[config.mk]
export PLATFORM = sky130hd
export DESIGN_NAME = rect_aperture_segment_outline
export DESIGN_NICKNAME = d
export VERILOG_FILES = /design/src/raso_pkg.sv /design/src/raso_front.sv /design/src/raso_queue.sv /design/src/raso_back.sv /design/src/rect_aperture_segment_outline.sv
export SDC_FILE = /design/constraint.sdc
export NUM_CORES = 2
export LEC_CHECK = 0
export ABC_AREA = 0
export BUFFER_PORTS_ARGS = -buffer_cell sky130_fd_sc_hd__buf_2
export CAP_MARGIN = 15
export CORE_MARGIN = 2
export CORE_UTILIZATION = 54
export CTS_CLUSTER_DIAMETER = 100
export DETAILED_ROUTE_END_ITERATION = 10
export GPL_ROUTABILITY_DRIVEN = 0
export PLACE_DENSITY_LB_ADDON = 0.12
export SETUP_SLACK_MARGIN = 0.1
export SYNTH_ARGS = -nofsm -noshare
export SYNTH_HDL_FRONTEND = slang
export SYNTH_SLANG_ARGS = --single-unit
[constraint.sdc]
create_clock -name clk -period 17.68 [get_ports clk]
set_clock_uncertainty 0.2 [all_clocks]
set_input_delay 4.42 -clock clk [delete_from_list [all_inputs] [get_ports clk]]
set_output_delay 4.42 -clock clk [all_outputs]
set_load 0.005 [all_outputs]
[src/raso_pkg.sv]
`timescale 1ns / 1ps
// ----------------------------------------------------------------------------
// raso_pkg: shared types and constants for the segment outline block
// Field widths, corner numbering and the per-corner shape table.
// ----------------------------------------------------------------------------
package raso_pkg;

    localparam int IN_COORD_W   = 32;
    localparam int APERTURE_W   = 30;
    localparam int OUT_COORD_W  = 32;
    localparam int CORNER_NUM_W = 3;

    typedef logic [CORNER_NUM_W-1:0] corner_num_t;

    // Steps of the six-corner walk; a zero-length segment skips the third
    // and sixth steps.
    localparam corner_num_t CORNER_FIRST      = 3'd0;
    localparam corner_num_t CORNER_SKIP_A     = 3'd2;
    localparam corner_num_t CORNER_LAST_POINT = 3'd3;
    localparam corner_num_t CORNER_LAST_FLAT  = 3'd4;
    localparam corner_num_t CORNER_LAST       = 3'd5;

    typedef struct packed {
        logic x_hi;
        logic y_hi;
        logic add_delta;
    } corner_shape_t;

    function automatic corner_shape_t corner_shape(corner_num_t step);
        corner_shape_t s;
        s = '0;
        unique case (step)
            3'd0:    s = '{x_hi: 1'b0, y_hi: 1'b0, add_delta: 1'b0};
            3'd1:    s = '{x_hi: 1'b0, y_hi: 1'b1, add_delta: 1'b0};
            3'd2:    s = '{x_hi: 1'b0, y_hi: 1'b1, add_delta: 1'b1};
            3'd3:    s = '{x_hi: 1'b1, y_hi: 1'b1, add_delta: 1'b1};
            3'd4:    s = '{x_hi: 1'b1, y_hi: 1'b0, add_delta: 1'b1};
            3'd5:    s = '{x_hi: 1'b1, y_hi: 1'b0, add_delta: 1'b0};
            default: s = '0;
        endcase
        return s;
    endfunction

endpackage

[src/raso_front.sv]
`timescale 1ns / 1ps
// ----------------------------------------------------------------------------
// raso_front: segment intake and classification
// Two stages: endpoint ordering and deltas, then the corner base values.
// ----------------------------------------------------------------------------
module raso_front #(
    parameter int COORD_WIDTH = 32,
    localparam int ENTRY_W = 6 * COORD_WIDTH + 1
) (
    input  logic                                       clk,
    input  logic                                       rst_n,
    input  logic                                       seg_valid,
    output logic                                       seg_ready,
    input  logic signed [raso_pkg::IN_COORD_W-1:0]     start_x,
    input  logic signed [raso_pkg::IN_COORD_W-1:0]     start_y,
    input  logic signed [raso_pkg::IN_COORD_W-1:0]     end_x,
    input  logic signed [raso_pkg::IN_COORD_W-1:0]     end_y,
    input  logic        [raso_pkg::APERTURE_W-1:0]     aperture_width,
    input  logic        [raso_pkg::APERTURE_W-1:0]     aperture_height,
    output logic                                       q_valid,
    input  logic                                       q_ready,
    output logic        [ENTRY_W-1:0]                  q_data
);

    logic [63:0] sx64, sy64, ex64, ey64, aw64, ah64;
    logic [COORD_WIDTH-1:0] sx, sy, ex, ey;
    logic swap;

    logic                   a_valid_reg;
    logic [COORD_WIDTH-1:0] a_bx_reg, a_by_reg, a_dx_reg, a_dy_reg;
    logic [COORD_WIDTH-1:0] a_hw_reg, a_hh_reg, a_wr_reg, a_hr_reg;
    logic [COORD_WIDTH-1:0] a_bx_next, a_by_next, a_dx_next, a_dy_next;
    logic [COORD_WIDTH-1:0] a_hw_next, a_hh_next, a_wr_next, a_hr_next;

    logic                   b_valid_reg;
    logic [ENTRY_W-1:0]     b_data_reg;
    logic [ENTRY_W-1:0]     b_data_next;
    logic [COORD_WIDTH-1:0] xl, xh, yl, yh;
    logic                   flip, moved;

    logic a_adv, b_adv;

    assign b_adv     = !b_valid_reg || q_ready;
    assign a_adv     = !a_valid_reg || b_adv;
    assign seg_ready = a_adv;

    // stage A: wrap to coordinate width, order endpoints
    assign sx64 = 64'(start_x);
    assign sy64 = 64'(start_y);
    assign ex64 = 64'(end_x);
    assign ey64 = 64'(end_y);
    assign aw64 = 64'(aperture_width);
    assign ah64 = 64'(aperture_height);

    assign sx = sx64[COORD_WIDTH-1:0];
    assign sy = sy64[COORD_WIDTH-1:0];
    assign ex = ex64[COORD_WIDTH-1:0];
    assign ey = ey64[COORD_WIDTH-1:0];

    assign swap = $signed(sx) > $signed(ex);

    always_comb
    begin
        a_bx_next = swap ? ex : sx;
        a_by_next = swap ? ey : sy;
        a_dx_next = swap ? (sx - ex) : (ex - sx);
        a_dy_next = swap ? (sy - ey) : (ey - sy);
        a_hw_next = COORD_WIDTH'(aw64 >> 1);
        a_hh_next = COORD_WIDTH'(ah64 >> 1);
        a_wr_next = COORD_WIDTH'(aw64) - COORD_WIDTH'(aw64 >> 1);
        a_hr_next = COORD_WIDTH'(ah64) - COORD_WIDTH'(ah64 >> 1);
    end

    always_ff @(posedge clk or negedge rst_n)
    begin
        if (!rst_n)
        begin
            a_valid_reg <= 1'b0;
        end
        else if (a_adv)
        begin
            a_valid_reg <= seg_valid;
        end
    end

    always_ff @(posedge clk)
    begin
        if (a_adv && seg_valid)
        begin
            a_bx_reg <= a_bx_next;
            a_by_reg <= a_by_next;
            a_dx_reg <= a_dx_next;
            a_dy_reg <= a_dy_next;
            a_hw_reg <= a_hw_next;
            a_hh_reg <= a_hh_next;
            a_wr_reg <= a_wr_next;
            a_hr_reg <= a_hr_next;
        end
    end

    // stage B: flip folded into the y bases; raw dy serves both orientations
    assign flip  = a_dy_reg[COORD_WIDTH-1];
    assign moved = (|a_dx_reg) || (|a_dy_reg);
    assign xl    = a_bx_reg - a_hw_reg;
    assign xh    = a_bx_reg + a_wr_reg;
    assign yl    = flip ? (a_by_reg + a_hh_reg) : (a_by_reg - a_hh_reg);
    assign yh    = flip ? (a_by_reg - a_hr_reg) : (a_by_reg + a_hr_reg);

    assign b_data_next = {moved, xl, xh, yl, yh, a_dx_reg, a_dy_reg};

    always_ff @(posedge clk or negedge rst_n)
    begin
        if (!rst_n)
        begin
            b_valid_reg <= 1'b0;
        end
        else if (b_adv)
        begin
            b_valid_reg <= a_valid_reg;
        end
    end

    always_ff @(posedge clk)
    begin
        if (b_adv && a_valid_reg)
        begin
            b_data_reg <= b_data_next;
        end
    end

    assign q_valid = b_valid_reg;
    assign q_data  = b_data_reg;

endmodule

[src/raso_queue.sv]
`timescale 1ns / 1ps
// ----------------------------------------------------------------------------
// raso_queue: short FIFO between classification and corner emission
// Register-based ring with a fill count.
// ----------------------------------------------------------------------------
module raso_queue #(
    parameter int DATA_W = 8,
    parameter int DEPTH  = 2,
    localparam int PTR_W = (DEPTH > 1) ? $clog2(DEPTH) : 1,
    localparam int CNT_W = $clog2(DEPTH + 1)
) (
    input  logic              clk,
    input  logic              rst_n,
    input  logic              wr_valid,
    output logic              wr_ready,
    input  logic [DATA_W-1:0] wr_data,
    output logic              rd_valid,
    input  logic              rd_ready,
    output logic [DATA_W-1:0] rd_data
);

    logic [DATA_W-1:0] mem [DEPTH];
    logic [PTR_W-1:0]  wr_ptr_reg, rd_ptr_reg, wr_ptr_next, rd_ptr_next;
    logic [CNT_W-1:0]  cnt_reg, cnt_next;
    logic              push, pop;

    assign wr_ready = cnt_reg != CNT_W'(DEPTH);
    assign rd_valid = cnt_reg != '0;
    assign push     = wr_valid && wr_ready;
    assign pop      = rd_valid && rd_ready;
    assign rd_data  = mem[rd_ptr_reg];

    always_comb
    begin
        wr_ptr_next = wr_ptr_reg;
        rd_ptr_next = rd_ptr_reg;
        cnt_next    = cnt_reg;
        if (push)
        begin
            wr_ptr_next = (wr_ptr_reg == PTR_W'(DEPTH - 1)) ? '0 : PTR_W'(wr_ptr_reg + 1'b1);
        end
        if (pop)
        begin
            rd_ptr_next = (rd_ptr_reg == PTR_W'(DEPTH - 1)) ? '0 : PTR_W'(rd_ptr_reg + 1'b1);
        end
        unique case ({push, pop})
            2'b10:   cnt_next = CNT_W'(cnt_reg + 1'b1);
            2'b01:   cnt_next = CNT_W'(cnt_reg - 1'b1);
            default: cnt_next = cnt_reg;
        endcase
    end

    always_ff @(posedge clk or negedge rst_n)
    begin
        if (!rst_n)
        begin
            wr_ptr_reg <= '0;
            rd_ptr_reg <= '0;
            cnt_reg    <= '0;
        end
        else
        begin
            wr_ptr_reg <= wr_ptr_next;
            rd_ptr_reg <= rd_ptr_next;
            cnt_reg    <= cnt_next;
        end
    end

    always_ff @(posedge clk)
    begin
        if (push)
        begin
            mem[wr_ptr_reg] <= wr_data;
        end
    end

endmodule

[src/raso_back.sv]
`timescale 1ns / 1ps
// ----------------------------------------------------------------------------
// raso_back: corner sequencer
// Walks one outline entry corner by corner into a registered output beat.
// ----------------------------------------------------------------------------
module raso_back #(
    parameter int COORD_WIDTH = 32,
    localparam int ENTRY_W = 6 * COORD_WIDTH + 1
) (
    input  logic                                      clk,
    input  logic                                      rst_n,
    input  logic                                      q_valid,
    output logic                                      q_ready,
    input  logic        [ENTRY_W-1:0]                 q_data,
    output logic                                      corner_valid,
    input  logic                                      corner_ready,
    output logic signed [raso_pkg::OUT_COORD_W-1:0]   corner_x,
    output logic signed [raso_pkg::OUT_COORD_W-1:0]   corner_y,
    output raso_pkg::corner_num_t                     corner_number,
    output logic                                      last_corner
);

    logic                   busy_reg, busy_next;
    raso_pkg::corner_num_t  step_reg, step_next;
    logic                   moved_reg;
    logic [COORD_WIDTH-1:0] xl_reg, xh_reg, yl_reg, yh_reg, dx_reg, dy_reg;

    logic                   out_valid_reg;
    logic [raso_pkg::OUT_COORD_W-1:0] x_reg, y_reg, x_next, y_next;
    raso_pkg::corner_num_t  num_reg, num_next;
    logic                   last_reg, last_next;

    raso_pkg::corner_shape_t shape;
    logic [COORD_WIDTH-1:0] sum_x, sum_y;
    logic [63:0]            ext_x, ext_y;
    logic                   issue, last_step, load;

    assign issue     = busy_reg && (!out_valid_reg || corner_ready);
    assign last_step = moved_reg ? (step_reg == raso_pkg::CORNER_LAST)
                                 : (step_reg == raso_pkg::CORNER_LAST_FLAT);
    assign q_ready   = !busy_reg || (issue && last_step);
    assign load      = q_valid && q_ready;

    assign shape = raso_pkg::corner_shape(step_reg);
    assign sum_x = (shape.x_hi ? xh_reg : xl_reg) + (shape.add_delta ? dx_reg : '0);
    assign sum_y = (shape.y_hi ? yh_reg : yl_reg) + (shape.add_delta ? dy_reg : '0);
    assign ext_x = 64'(signed'(sum_x));
    assign ext_y = 64'(signed'(sum_y));

    always_comb
    begin
        x_next    = ext_x[raso_pkg::OUT_COORD_W-1:0];
        y_next    = ext_y[raso_pkg::OUT_COORD_W-1:0];
        num_next  = (moved_reg || step_reg < raso_pkg::CORNER_SKIP_A)
                    ? step_reg : raso_pkg::corner_num_t'(step_reg - 1'b1);
        last_next = last_step;

        busy_next = busy_reg;
        step_next = step_reg;
        if (issue)
        begin
            if (!moved_reg && raso_pkg::corner_num_t'(step_reg + 1'b1) == raso_pkg::CORNER_SKIP_A)
            begin
                step_next = raso_pkg::corner_num_t'(step_reg + 2'd2);
            end
            else
            begin
                step_next = raso_pkg::corner_num_t'(step_reg + 1'b1);
            end
            if (last_step)
            begin
                busy_next = 1'b0;
            end
        end
        if (load)
        begin
            busy_next = 1'b1;
            step_next = raso_pkg::CORNER_FIRST;
        end
    end

    always_ff @(posedge clk or negedge rst_n)
    begin
        if (!rst_n)
        begin
            busy_reg      <= 1'b0;
            step_reg      <= raso_pkg::CORNER_FIRST;
            out_valid_reg <= 1'b0;
        end
        else
        begin
            busy_reg <= busy_next;
            step_reg <= step_next;
            if (issue)
            begin
                out_valid_reg <= 1'b1;
            end
            else if (corner_ready)
            begin
                out_valid_reg <= 1'b0;
            end
        end
    end

    always_ff @(posedge clk)
    begin
        if (load)
        begin
            {moved_reg, xl_reg, xh_reg, yl_reg, yh_reg, dx_reg, dy_reg} <= q_data;
        end
        if (issue)
        begin
            x_reg    <= x_next;
            y_reg    <= y_next;
            num_reg  <= num_next;
            last_reg <= last_next;
        end
    end

    assign corner_valid  = out_valid_reg;
    assign corner_x      = x_reg;
    assign corner_y      = y_reg;
    assign corner_number = num_reg;
    assign last_corner   = last_reg;

endmodule

[src/rect_aperture_segment_outline.sv]
`timescale 1ns / 1ps
// ----------------------------------------------------------------------------
// rect_aperture_segment_outline: rectangular-aperture segment outline
// Turns a stroked segment into its polygon corners, one beat per corner.
// ----------------------------------------------------------------------------
// A segment beat yields six corner beats, or four when its endpoints
// coincide, numbered from 0 with last_corner set on the final one. The corner
// sequencer emits one corner per cycle while corner_ready is high; that sets
// the sustained rate. Segments are taken back to back through a two-stage
// classifier and a two-entry queue while the sequencer drains; a segment
// passes both classifier stages, the queue and the sequencer entry registers
// before its first corner is output. Coordinate sums wrap at COORD_WIDTH bits.
module rect_aperture_segment_outline #(
    parameter int COORD_WIDTH = 32
) (
    input  logic                                      clk,
    input  logic                                      rst_n,
    input  logic                                      seg_valid,
    output logic                                      seg_ready,
    input  logic signed [raso_pkg::IN_COORD_W-1:0]    start_x,
    input  logic signed [raso_pkg::IN_COORD_W-1:0]    start_y,
    input  logic signed [raso_pkg::IN_COORD_W-1:0]    end_x,
    input  logic signed [raso_pkg::IN_COORD_W-1:0]    end_y,
    input  logic        [raso_pkg::APERTURE_W-1:0]    aperture_width,
    input  logic        [raso_pkg::APERTURE_W-1:0]    aperture_height,
    output logic                                      corner_valid,
    input  logic                                      corner_ready,
    output logic signed [raso_pkg::OUT_COORD_W-1:0]   corner_x,
    output logic signed [raso_pkg::OUT_COORD_W-1:0]   corner_y,
    output raso_pkg::corner_num_t                     corner_number,
    output logic                                      last_corner
);

    localparam int ENTRY_W = 6 * COORD_WIDTH + 1;
    localparam int Q_DEPTH = 2;

    logic               fq_valid, fq_ready;
    logic [ENTRY_W-1:0] fq_data;
    logic               qb_valid, qb_ready;
    logic [ENTRY_W-1:0] qb_data;

    raso_front #(
        .COORD_WIDTH (COORD_WIDTH)
    ) u_front (
        .clk             (clk),
        .rst_n           (rst_n),
        .seg_valid       (seg_valid),
        .seg_ready       (seg_ready),
        .start_x         (start_x),
        .start_y         (start_y),
        .end_x           (end_x),
        .end_y           (end_y),
        .aperture_width  (aperture_width),
        .aperture_height (aperture_height),
        .q_valid         (fq_valid),
        .q_ready         (fq_ready),
        .q_data          (fq_data)
    );

    raso_queue #(
        .DATA_W (ENTRY_W),
        .DEPTH  (Q_DEPTH)
    ) u_queue (
        .clk      (clk),
        .rst_n    (rst_n),
        .wr_valid (fq_valid),
        .wr_ready (fq_ready),
        .wr_data  (fq_data),
        .rd_valid (qb_valid),
        .rd_ready (qb_ready),
        .rd_data  (qb_data)
    );

    raso_back #(
        .COORD_WIDTH (COORD_WIDTH)
    ) u_back (
        .clk           (clk),
        .rst_n         (rst_n),
        .q_valid       (qb_valid),
        .q_ready       (qb_ready),
        .q_data        (qb_data),
        .corner_valid  (corner_valid),
        .corner_ready  (corner_ready),
        .corner_x      (corner_x),
        .corner_y      (corner_y),
        .corner_number (corner_number),
        .last_corner   (last_corner)
    );

    a_outline_continues: assert property (
        @(posedge clk) disable iff (!rst_n)
        corner_valid && corner_ready && !last_corner |=> corner_valid
    ) else $error("outline gap before last corner");

    a_number_steps: assert property (
        @(posedge clk) disable iff (!rst_n)
        corner_valid && corner_ready && !last_corner |=>
            corner_number == raso_pkg::corner_num_t'($past(corner_number) + 1'b1)
    ) else $error("corner number did not advance by one");

    a_last_count: assert property (
        @(posedge clk) disable iff (!rst_n)
        corner_valid && last_corner |->
            corner_number == raso_pkg::CORNER_LAST_POINT
            || corner_number == raso_pkg::CORNER_LAST
    ) else $error("outline closed after wrong corner count");

    a_restart: assert property (
        @(posedge clk) disable iff (!rst_n)
        corner_valid && corner_ready && last_corner |=>
            !corner_valid || corner_number == raso_pkg::CORNER_FIRST
    ) else $error("new outline did not start at corner zero");

endmodule
==> metrics.md <==
| Metric | Value |
|---|---|
| Outcome | `finished, final reports clean` |
| Clock slew at reported path FFs | `about 0.06 ns` |
| Seq pwr share | `0.415` |
| Vias | `between 30k and 40k` |
| Top reg by flops | `u_queue.mem` |
| Most frequent cell after synthesis | `edfxtp_1` |
| Commonest cells in the netlist | `edfxtp_1, ha_1, a21oi_1` |
| Synth top area cells | `edfxtp_1, ha_1, mux2_2, xnor2_1, a21oi_1` |
| Num ports | `between 200 and 300` |
| Synth Register Bits | `approximately 1.1k` |
| Synth cell types | `between 80 and 90` |
| Nets | `5461` |
| R2R depth | `18` |
| Top cell type's share of synthesized area | `0.5701` |
| CTS tree | `yes` |
| Final WS setup | `a little over 9 ns` |
| Fin. Hold Viols | `0` |
| FFs w/ async S/R, synth | `0.01001` |
| Largest register FFs | `about 390` |
| Hold Path Class | `flop to flop` |
| Worst R2R End | `u_back.corner_y[28]$_DFFE_PP_` |
| CP max FO | `170` |
| Slew @ Worst Pin | `approximately 1.0 ns` |
| Max Buffers Root-to-Sink | `3` |
| Syn Inst Count | `roughly 4.6k` |
| First-pass GRT wire length | `~210 mm` |
| DRC viols | `0` |
| Total power | `approximately 11000 µW` |
| Pwr per Cell Area | `between 150 and 200 mW/mm²` |
| Yosys warns | `0` |
| Final Cycle Share | `0.4874` |
| Setup_tns | `0 ns` |
| Final setup violation count | `0` |
| Grt total ovfl | `0` |
| Place WS | `between 8 and 9 ns` |
| Wire per inst | `roughly 22 µm` |
| WL final | `~140 mm` |
| Die Width | `329.8 µm` |
| Vias in the first global route | `around 35k` |
| WP data arrival | `8.87 ns` |
| Max-slew headroom | `0.3027` |
| Avg Cell Area, Syn | `12.49 µm²` |
| Core ar. | `around 0.11 mm²` |
| DIE AREA | `0.1088 mm²` |
| Cells resized by post-CTS repair | `0` |
| Root buffer cell | `clkbuf_16` |
| Area leader, netlist | `edfxtp_1` |
| Initial Util | `0.5444` |
| RSZ-0062 raised after global routing | `no` |
| EDFF count, synth | `about 1.1k` |
| H-tree Lvls | `3` |
| Worst Setup EP | `u_front.a_dy_reg[29]$_DFFE_PP_` |
| Clock tree sinks | `between 1k and 1.5k` |
| Setup crit end kind | `flop` |
| WHS | `0.2275 ns` |
| Final ANT Viol Nets | `0` |
| Syn Nets | `5182` |
| Post-DP HPWL | `103.3 mm` |
| Vias per inst | `5.829` |
| Initial antenna violation count | `30` |
| Post-synthesis sequential area ratio | `0.5749` |
| WS Path Type | `primary input to flop` |
| Area of the mapped netlist | `approximately 0.057 mm²` |
| Pre-Repair DR Iteration Count | `8` |
| Critical path launch point | `start_x[0]` |
| R2R Setup Slk | `11.82 ns` |
| Clk_lat worst skew | `approximately 0.72 ns` |
| Max VDD drop | `0.1273 mV` |
| WP data required | `around 18 ns` |
| Combinational Power Share | `0.354` |
| Std cell rows | `119` |
| Main synth FF type | `edfxtp_1` |
| Share of layout cells above drive strength 1 | `0.1561` |
| Leakage | `0.02526 µW` |
| Area Growth Syn to Fin | `12.15%` |
| Startpoint Class | `primary input` |
| Clk pwr share | `0.231` |
| Internal power | `about 7300 µW` |
| Final Critical Period | `between 8 and 9 ns` |
| Sw frac | `0.3417` |
| PortBufs | `about 260` |
| Setup bufs post-CTS | `0` |
| Die height | `approximately 330 µm` |
| Max-cap violations | `0` |
| CTS Hold Buffers Added | `0` |
| Psw | `around 3800 µW` |
| Peak Freq | `between 0.1 and 0.15 GHz` |
| GRT Total Usage | `0.2567` |
| Final Max Tran Viols | `0` |
| Worst reg2reg path startpoint | `u_back.step_reg[1]$_DFFE_PN0P_` |
| DR iter-0 viols | `roughly 3.8k` |
| Final Util | `0.6106` |
| Cts bufs inserted | `113` |
| Largest net degree at the start of global routing | `around 170` |
worst max-delay path, cell delays in order:
cell and delay [ns]:
buf_2 0.09, inv_1 0.06, ha_1 0.22, fa_1 0.54, nor2b_1 0.20, o211ai_1 0.14
a31oi_1 0.50, a21o_1 0.20, o21ai_1 0.13, a21oi_4 0.78, buf_12 0.57, o211ai_1 0.18
a31oi_1 0.42, o21ai_1 0.15, xor2_1 0.15
layer usage:
metal / global-route usage / wire length [µm] / vias up
met5: 0 / 92 / -
met4: 0.06492 / 3084 / 14
met3: 0.04198 / 11520 / 191
met2: 0.3779 / 60300 / 1346
met1: 0.3962 / 65630 / 17960
li1: - / - / 17620
cells by family (layout without fill, tap and decap cells):
group / Yosys count / in the layout / share of synthesized area
xor+xnor: 343 / 343 / 0.05242
mux: 277 / 277 / 0.05408
buf+inv: 451 / 825 / 0.03004
flops: 1099 / 1099 / 0.5749
fa+ha+maj: 400 / 400 / 0.08890
compound gates: 1072 / 1072 / 0.1197
other cells: 0 / 16 / 0
simple gates: 948 / 948 / 0.07995
final cells by class:
class,instances,area [µm²]
timing repair buffer,286,1554
tap,1391,1740
fill,8210,40990
inverter,329,1236
antenna,16,40.04
multi-input combinational,3040,22700
sequential,1099,32950
clock buffer,125,2937
clock inverter,85,1111
worst min path at each step:
stage	startpoint	endpoint	slack, ns	depth (start not counted)
2_1_floorplan	u_front.q_data[0]$_DFFE_PP_	u_queue.mem[0][0]$_DFFE_PP_	0.22	0
3_3_place_gp	u_front.q_data[138]$_DFFE_PP_	u_queue.mem[1][138]$_DFFE_PP_	0.22	0
3_5_place_dp	u_front.q_data[65]$_DFFE_PP_	u_queue.mem[0][65]$_DFFE_PP_	0.23	0
4_1_cts	u_front.q_data[119]$_DFFE_PP_	u_queue.mem[0][119]$_DFFE_PP_	0.22	0
5_1_grt	u_front.q_data[108]$_DFFE_PP_	u_queue.mem[0][108]$_DFFE_PP_	0.22	0
6_report	u_front.q_data[119]$_DFFE_PP_	u_queue.mem[0][119]$_DFFE_PP_	0.23	0
metrics by stage:
stage               cells  cell area [µm²]
floorplan            4590            57310
global placement     6143            60160
detailed placement   6143            60160
CTS                  6353            64210
global route         6356            64240
finish               6371            64270
cells in the final DEF, fill, tap and decap left out, drive strengths merged, types with 16 or more instances in the layout:
cell type / n
a211oi: 33
a21o: 142
a21oi: 341
a31oi: 45
and2: 18
and3: 29
buf: 286
bufinv: 24
clkbuf: 125
clkinv: 43
diode: 16
edfxtp: 1088
ha: 388
inv: 332
mux2: 261
mux2i: 16
nand2: 250
nand2b: 47
nand3: 67
nand4: 26
nor2: 252
nor2b: 108
nor3: 59
nor4: 33
o211ai: 26
o21a: 51
o21ai: 222
o21bai: 52
or3: 20
xnor2: 232
xor2: 111
power groups by stage:
stage	sequential (µW)	combinational (µW)	clock, µW
finish	4620	3940	2570
global route	4710	4300	2710
CTS	4620	3920	2610
detailed placement	4670	3890	0
global placement	4630	3840	0
floorplan	4660	2710	0
Note: power is estimated with default switching activity, not from simulation.
